File: src/hw/rtl/qfud_pkg.sv
package qfud_pkg;

  // Widest configuration register and the default field name.
  localparam int unsigned CFG_DATA_W    = 64;
  localparam int unsigned KEY_LEN_W     = 4;
  localparam int unsigned MAX_KEY_CHARS = 8;
  localparam logic [CFG_DATA_W-1:0] KEY_WORD_RST = 64'd1701080931;
  localparam logic [KEY_LEN_W-1:0]  KEY_LEN_RST  = 4'd4;

  // Configuration register indexes.
  localparam logic CFG_KEY_WORD   = 1'b0;
  localparam logic CFG_KEY_LENGTH = 1'b1;

  // Characters with a meaning to the parser.
  localparam logic [7:0] CH_PCT   = 8'h25;
  localparam logic [7:0] CH_PLUS  = 8'h2b;
  localparam logic [7:0] CH_AMP   = 8'h26;
  localparam logic [7:0] CH_EQ    = 8'h3d;
  localparam logic [7:0] CH_SPACE = 8'h20;

  // Key position saturates at this value.
  localparam logic [KEY_LEN_W-1:0] KEY_POS_MAX = 4'd15;

  typedef enum logic [2:0] {
    PH_KEY      = 3'd0,
    PH_VALUE    = 3'd1,
    PH_ESC_HIGH = 3'd2,
    PH_ESC_LOW  = 3'd3,
    PH_SKIP     = 3'd4
  } phase_e;

  typedef struct packed {
    phase_e               phase;
    logic [KEY_LEN_W-1:0] key_pos;
    logic                 key_match;
    logic [3:0]           high_nib;
    logic                 nib_bad;
  } parse_state_t;

  typedef struct packed {
    logic       emit;
    logic [7:0] out_byte;
    logic       byte_valid;
    logic       value_done;
    logic       bad_escape;
  } result_t;

  // Hex digit value; bit 4 flags a character that is not a hex digit.
  function automatic logic [4:0] hex_nibble(input logic [7:0] c);
    logic [7:0] v;
    v = 8'd0;
    if (c inside {[8'h30:8'h39]}) begin
      v = c - 8'h30;
      return {1'b0, v[3:0]};
    end else if (c inside {[8'h61:8'h66]}) begin
      v = c - 8'h57;
      return {1'b0, v[3:0]};
    end else if (c inside {[8'h41:8'h46]}) begin
      v = c - 8'h37;
      return {1'b0, v[3:0]};
    end
    return 5'b10000;
  endfunction

endpackage

File: src/hw/rtl/qfud_step.sv
module qfud_step #(
  parameter int unsigned MaxKeyChars = qfud_pkg::MAX_KEY_CHARS
) (
  input  qfud_pkg::parse_state_t        cur_i,
  input  logic [7:0]                    in_byte_i,
  input  logic                          is_last_i,
  input  logic [8*MaxKeyChars-1:0]      key_word_i,
  input  logic [qfud_pkg::KEY_LEN_W-1:0] key_len_i,
  output qfud_pkg::parse_state_t        nxt_o,
  output qfud_pkg::result_t             res_o
);
  import qfud_pkg::*;

  localparam int unsigned IDX_W = (MaxKeyChars > 1) ? $clog2(MaxKeyChars) : 1;
  localparam logic [KEY_LEN_W-1:0] MAX_POS = KEY_LEN_W'(MaxKeyChars);

  logic [IDX_W-1:0] key_idx;
  logic [7:0]       key_char;
  logic             char_ok;
  logic [4:0]       hex;
  logic             bad_any;

  // Character of the field name at the current key position.
  assign key_idx  = cur_i.key_pos[IDX_W-1:0];
  assign key_char = key_word_i[8*key_idx +: 8];
  assign char_ok  = (cur_i.key_pos < key_len_i) && (cur_i.key_pos < MAX_POS) &&
                    (in_byte_i == key_char);
  assign hex      = hex_nibble(in_byte_i);
  assign bad_any  = cur_i.nib_bad | hex[4];

  // Phase update and result for one byte.
  always_comb begin
    nxt_o = cur_i;
    res_o = '0;
    case (cur_i.phase)
      PH_VALUE: begin
        if (in_byte_i == CH_AMP) begin
          res_o.emit       = 1'b1;
          res_o.value_done = 1'b1;
          nxt_o.phase      = PH_KEY;
          nxt_o.key_pos    = '0;
          nxt_o.key_match  = 1'b1;
        end else if (in_byte_i == CH_PCT) begin
          if (is_last_i) begin
            res_o.emit       = 1'b1;
            res_o.value_done = 1'b1;
            res_o.bad_escape = 1'b1;
          end else begin
            nxt_o.phase   = PH_ESC_HIGH;
            nxt_o.nib_bad = 1'b0;
          end
        end else begin
          res_o.emit       = 1'b1;
          res_o.out_byte   = (in_byte_i == CH_PLUS) ? CH_SPACE : in_byte_i;
          res_o.byte_valid = 1'b1;
          res_o.value_done = is_last_i;
        end
      end
      PH_ESC_HIGH: begin
        if (in_byte_i == CH_AMP) begin
          res_o.emit       = 1'b1;
          res_o.value_done = 1'b1;
          res_o.bad_escape = 1'b1;
          nxt_o.phase      = PH_KEY;
          nxt_o.key_pos    = '0;
          nxt_o.key_match  = 1'b1;
        end else begin
          nxt_o.high_nib = hex[3:0];
          nxt_o.nib_bad  = bad_any;
          if (is_last_i) begin
            res_o.emit       = 1'b1;
            res_o.value_done = 1'b1;
            res_o.bad_escape = 1'b1;
          end else begin
            nxt_o.phase = PH_ESC_LOW;
          end
        end
      end
      PH_ESC_LOW: begin
        if (in_byte_i == CH_AMP) begin
          res_o.emit       = 1'b1;
          res_o.value_done = 1'b1;
          res_o.bad_escape = 1'b1;
          nxt_o.phase      = PH_KEY;
          nxt_o.key_pos    = '0;
          nxt_o.key_match  = 1'b1;
        end else begin
          nxt_o.nib_bad    = bad_any;
          res_o.emit       = 1'b1;
          res_o.out_byte   = {cur_i.high_nib, hex[3:0]};
          res_o.byte_valid = 1'b1;
          res_o.value_done = is_last_i;
          res_o.bad_escape = bad_any;
          nxt_o.phase      = PH_VALUE;
        end
      end
      PH_SKIP: begin
        if (in_byte_i == CH_AMP) begin
          nxt_o.phase     = PH_KEY;
          nxt_o.key_pos   = '0;
          nxt_o.key_match = 1'b1;
        end
      end
      default: begin
        // Key scanning; unused phase codes land here too.
        nxt_o.phase = PH_KEY;
        if (in_byte_i == CH_EQ) begin
          if (cur_i.key_match && (cur_i.key_pos == key_len_i)) begin
            nxt_o.phase = PH_VALUE;
            if (is_last_i) begin
              res_o.emit       = 1'b1;
              res_o.value_done = 1'b1;
            end
          end else begin
            nxt_o.phase = PH_SKIP;
          end
        end else begin
          if (!char_ok) begin
            nxt_o.key_match = 1'b0;
          end
          if (cur_i.key_pos != KEY_POS_MAX) begin
            nxt_o.key_pos = cur_i.key_pos + 1'b1;
          end
        end
      end
    endcase

    // The end of the string always restarts key scanning.
    if (is_last_i) begin
      nxt_o.phase     = PH_KEY;
      nxt_o.key_pos   = '0;
      nxt_o.key_match = 1'b1;
    end
  end

endmodule

File: src/hw/rtl/query_field_url_decoder.sv
// Channel  | Direction | Handshake                  | Payload
// ---------+-----------+----------------------------+-----------------------------------------
// in       | input     | in_valid_i / in_ready_o    | in_byte_i, is_last_i
// out      | output    | out_valid_o / out_ready_i  | out_byte_o, byte_valid_o, value_done_o,
//          |           |                            | bad_escape_o
// cfg      | input     | cfg_we_i (no wait)         | cfg_idx_i, cfg_data_i
//
// One byte is accepted per cycle while the output register is empty or being drained; its result,
// if any, appears in the output register on the next cycle.
// The parse state, the configuration registers and the output register are the only stored elements.
// Reset returns the parser to key scanning and loads the default field name.
// A new beat is taken while the output register is empty or being drained.
module query_field_url_decoder #(
  parameter int unsigned MaxKeyChars = qfud_pkg::MAX_KEY_CHARS
) (
  input  logic                            clk_i,
  input  logic                            rst_ni,
  input  logic                            in_valid_i,
  output logic                            in_ready_o,
  input  logic [7:0]                      in_byte_i,
  input  logic                            is_last_i,
  output logic                            out_valid_o,
  input  logic                            out_ready_i,
  output logic [7:0]                      out_byte_o,
  output logic                            byte_valid_o,
  output logic                            value_done_o,
  output logic                            bad_escape_o,
  input  logic                            cfg_we_i,
  input  logic                            cfg_idx_i,
  input  logic [qfud_pkg::CFG_DATA_W-1:0] cfg_data_i
);
  import qfud_pkg::*;

  localparam int unsigned KEY_W = 8 * MaxKeyChars;

  logic [KEY_W-1:0]     key_word_q;
  logic [KEY_LEN_W-1:0] key_len_q;
  parse_state_t         state_q, state_d;
  result_t              res;
  logic                 out_valid_q;
  result_t              out_q;
  logic                 accept;

  // Configuration registers.
  always_ff @(posedge clk_i or negedge rst_ni) begin
    if (!rst_ni) begin
      key_word_q <= KEY_WORD_RST[KEY_W-1:0];
      key_len_q  <= KEY_LEN_RST;
    end else if (cfg_we_i) begin
      case (cfg_idx_i)
        CFG_KEY_WORD:   key_word_q <= cfg_data_i[KEY_W-1:0];
        CFG_KEY_LENGTH: key_len_q  <= cfg_data_i[KEY_LEN_W-1:0];
        default:        key_len_q  <= key_len_q;
      endcase
    end
  end

  assign in_ready_o = !out_valid_q || out_ready_i;
  assign accept     = in_valid_i && in_ready_o;

  qfud_step #(
    .MaxKeyChars(MaxKeyChars)
  ) u_step (
    .cur_i     (state_q),
    .in_byte_i (in_byte_i),
    .is_last_i (is_last_i),
    .key_word_i(key_word_q),
    .key_len_i (key_len_q),
    .nxt_o     (state_d),
    .res_o     (res)
  );

  // Parse state advances on every accepted beat.
  always_ff @(posedge clk_i or negedge rst_ni) begin
    if (!rst_ni) begin
      state_q.phase     <= PH_KEY;
      state_q.key_pos   <= '0;
      state_q.key_match <= 1'b1;
      state_q.high_nib  <= '0;
      state_q.nib_bad   <= 1'b0;
    end else if (accept) begin
      state_q <= state_d;
    end
  end

  // Output register valid flag.
  always_ff @(posedge clk_i or negedge rst_ni) begin
    if (!rst_ni) begin
      out_valid_q <= 1'b0;
    end else if (in_ready_o) begin
      out_valid_q <= accept && res.emit;
    end
  end

  // Output payload.
  always_ff @(posedge clk_i) begin
    if (accept && res.emit) begin
      out_q <= res;
    end
  end

  assign out_valid_o  = out_valid_q;
  assign out_byte_o   = out_q.out_byte;
  assign byte_valid_o = out_q.byte_valid;
  assign value_done_o = out_q.value_done;
  assign bad_escape_o = out_q.bad_escape;

  // A result without a character always closes a value.
  assert property (@(posedge clk_i) disable iff (!rst_ni)
    out_valid_o && !byte_valid_o |-> value_done_o)
    else $error("result without byte does not close a value");

  // A result without a character carries a zero byte.
  assert property (@(posedge clk_i) disable iff (!rst_ni)
    out_valid_o && !byte_valid_o |-> out_byte_o == 8'd0)
    else $error("empty result carries a nonzero byte");

  // The end of a string restarts key scanning with a fresh comparison.
  assert property (@(posedge clk_i) disable iff (!rst_ni)
    accept && is_last_i |=> state_q.phase == PH_KEY && state_q.key_pos == '0 &&
                            state_q.key_match)
    else $error("parser did not restart after the last byte");

  // A result appears only after an accepted beat.
  assert property (@(posedge clk_i) disable iff (!rst_ni)
    !$past(out_valid_q) && out_valid_q |-> $past(accept))
    else $error("result appeared without an accepted beat");

endmodule
File: config.mk
export PLATFORM = sky130hd
export DESIGN_NAME = query_field_url_decoder
export DESIGN_NICKNAME = d
export VERILOG_FILES = /design/src/hw/rtl/qfud_pkg.sv /design/src/hw/rtl/qfud_step.sv /design/src/hw/rtl/query_field_url_decoder.sv
export SDC_FILE = /design/constraint.sdc
export NUM_CORES = 1
export LEC_CHECK = 0
export ABC_AREA = 0
export BUFFER_PORTS_ARGS = -buffer_cell sky130_fd_sc_hd__buf_2
export CORE_MARGIN = 1
export CORE_UTILIZATION = 35
export CTS_CLUSTER_DIAMETER = 30
export DETAILED_ROUTE_END_ITERATION = 6
export PLACE_DENSITY = 0.64
export SYNTH_ARGS = -nofsm -noshare
export SYNTH_HDL_FRONTEND = slang
export SYNTH_HIERARCHICAL = 1
export SYNTH_SLANG_ARGS = --single-unit
File: constraint.sdc
create_clock -name clk_i -period 3.8 [get_ports clk_i]
set_input_delay 0.19 -clock clk_i [delete_from_list [all_inputs] [get_ports clk_i]]
set_output_delay 0.19 -clock clk_i [all_outputs]
set_load 0.01 [all_outputs]
==> impl_metrics.yaml <==
synth:
  synthAdderAreaFrac_pct: 2.167
  synth-edff-count: 11
  synth-seq-cells: 93
  synthArstFlopShare_pct: 88.17
  syn_nets: 466
  yosysWarnings: 6
  ys_top_cells_by_area: "dfrtp_1 30%, mux2_4 17%, dfstp_2 9.6%"
  netlist_instances: 378
  synth_top_area_cell: "dfrtp_1"
  yosysMostFrequentCell: "dfrtp_1"
  yosys_most_used_dff: "dfrtp_1"
  synthSimpleGateAreaFrac_pct: 8.572
  synth.area.mux_share_pct: 30.10
  synth_xor_area_share_pct: 1.517
  synth_area_sq_um: 5196
  synth_common_cells: "63 x dfrtp_1, 60 x mux2_4, 23 x mux2_2, 22 x nor2_1, 19 x dfstp_2"
  synth_cell_types: 58
  synth_top_area_share_pct: 30.34
  synth_compound_area_share_pct: 6.838
  ys_seq_area_share_pct: 46.30
  postSynthAreaPerCell_sq_um: 13.75
  synth_top_family_by_area: "multiplexers"
timing:
  min_period_ns: 2.758
  period_share_pct: 72.58
  setup_viol: 0
  rsz0062_at_grt: "no"
  maxSlewViolCount: 0
  hold_viol: 0
  timing.slew.headroom_pct: 31.71
  skew_ns: 0.009041
  max_freq_mhz: 362.6
  fin_tns_setup_ns: 0
  tightest_slew_ns: 1.024
routing:
  drc: 0
  ant_nets: 0
  wl_met1_microns: 5229
  maxUsedRoutingLayer: "met4"
  dr.pass1.iters: 4
  via_per_inst: 5.209
  route.vias.total: 3407
  wirelength_microns: 10900
  drt_iter0_drc: 198
  wl_met2_microns: 4788
  met3_length_microns: 652
  wl_per_cell_microns: 16.67
clock_network:
  postCtsSetupBuffers: 0
  ctsLongestPathBuffers: 2
  holdBufCountCts: 0
  clk_pin_slew_worst_paths_ns: 0.07
  ctsResizeCount: 0
  clock-sinks: 93
  htree_levels: 3
  clk_latency_ns: 0.35
  cts_buffers: 9
  cts_root_buffer: "clkbuf_16"
  cts_tree: "done"
die:
  coreArea_sq_um: 14530
  io_pins: 92
  die_height_microns: 123.8
  dieArea_sq_um: 15340
  die_x_microns: 123.8
  rows: 44
  initial_core_util_pct: 35.75
final_layout:
  final_cells: 654
  synthToLayoutAreaGrowth_pct: 15.41
  final_cell_area_sq_um: 5997
  nets: 553
  drive_gt1_share_pct: 48.94
  n_antenna_cell: 0
  post-route-util_pct: 41.26
power:
  p_per_area_nw_per_um2: 464.2
  p_leak_uw: 0.002633
  ir_drop_uv: 297.2
setup_path:
  crit_required_ns: 3.85
  r2r_cells: 9
  reg2reg_slack_ns: 1.04
  timing.rr.start: "state_q[8]$_DFFE_PN0P_"
  critPathCaptureType: "flop"
  arrival_ns: 2.81
  path_max_fanout: 22
  r2r-end: "out_byte_o[6]$_DFFE_PP_"
  path_class: "flop to flop"
  critPathLaunchType: "flop"
grt:
  antenna_found_initial: 0
  grt-ovfl-total: 0
  gr-usage-all-layers_pct: 15.46
  grt_pass1_vias: 3469
  grt_pass1_wl_microns: 17880
  grt_max_degree: 83
worst_hold_path:
  holdCritPathClass: "primary input to async pin"
placement:
  port_buffers: 91
  placed_cell_area_sq_um: 5718
  routabilityCongestion: 0.8963
  dp.cells: 638
  hpwlAfterDp_microns: 7892
job:
  drv_cap: 0
run_status:
  status: "complete, no violations"
-- worst max-delay path by stage --
stage          cells past startpoint                    from                      end
6_report                           9  state_q[8]$_DFFE_PN0P_  out_byte_o[6]$_DFFE_PP_
4_1_cts                            9  state_q[8]$_DFFE_PN0P_  out_byte_o[6]$_DFFE_PP_
3_3_place_gp                       9  state_q[8]$_DFFE_PN0P_  out_byte_o[5]$_DFFE_PP_
5_1_grt                           10  state_q[6]$_DFFE_PN0P_  out_byte_o[6]$_DFFE_PP_
2_1_floorplan                     10  state_q[6]$_DFFE_PN0P_   bad_escape_o$_DFFE_PP_
3_5_place_dp                       9  state_q[8]$_DFFE_PN0P_  out_byte_o[4]$_DFFE_PP_
-- layout make-up --
class / instances / area, sq um
fillers: 1361 / 8537
multi-input cells: 256 / 2556
flip-flops and latches: 93 / 2406
repair buffers: 95 / 488.0
clock buffers: 12 / 246.5
well taps: 184 / 230.2
inverters: 10 / 37.54
clock inverters: 4 / 32.53
-- power breakdown --
group / total, uW / internal, uW / switching [uW]
clock network: 849 / 466 / 383
logic: 656 / 393 / 263
registers: 1280 / 1160 / 116
-- layer usage --
layer / GRT usage (%) / up-vias
li1: - / 1572
met1: 21.40 / 1689
met2: 22.81 / 127
met3: 3.526 / 19
met4: 7.304 / 0
met5: 0 / -
-- flip-flops by register name, indices dropped and copies added, names as in the netlist --
| signal | cells |
|---|---|
| out_byte_o | 8 |
| out_valid_o | 1 |
| bad_escape_o | 1 |
| state_q | 13 |
| value_done_o | 1 |
| key_len_q | 4 |
| key_word_q | 64 |
| byte_valid_o | 1 |
-- cell families (layout without fill, tap and decap cells) --
family	count (synthesis)	after routing
buffers and inverters	29	121
XOR/XNOR	9	9
AND/OR/NAND/NOR	79	79
flip-flops	93	93
AO/OA/AOI/OAI	51	51
multiplexers	108	108
adder cells (fa/ha/maj)	9	9
-- layout by cell type (no fill, tap or decap), drive strengths merged, types with 3 or more instances in the layout --
cell type   n
nand2      17
buf        95
mux2       86
nand2b      3
ha          9
a22o        5
dfrtp      63
edfxtp     11
nand3       4
o21ai      10
mux2i      10
a21oi      14
clkinv      3
xnor2       5
mux4       12
xor2        4
nor3b       4
dfstp      19
clkbuf     12
nor4        4
inv        11
nor2b       5
nor3        8
nor2       23
-- critical path: stages, from the launching register on --
cell,delay [ns]
dfrtp_1,0.69
ha_1,0.48
nand2_1,0.06
nor2_1,0.25
nand3_1,0.13
o21a_1,0.20
nor3_1,0.21
nand2_1,0.10
nor2b_1,0.12
buf_4,0.20
-- per-stage QoR --
step	worst slack (ns)	hold WS [ns]	power, uW
2_1_floorplan	0.9607	-0.1056	1775
3_3_place_gp	1.187	0.4215	1937
3_5_place_dp	1.097	0.4238	1955
4_1_cts	1.058	0.04864	2820
5_1_grt	0.8538	0.05177	2927
6_report	1.042	0.006181	2784
Power figures use the tool's default switching activity.
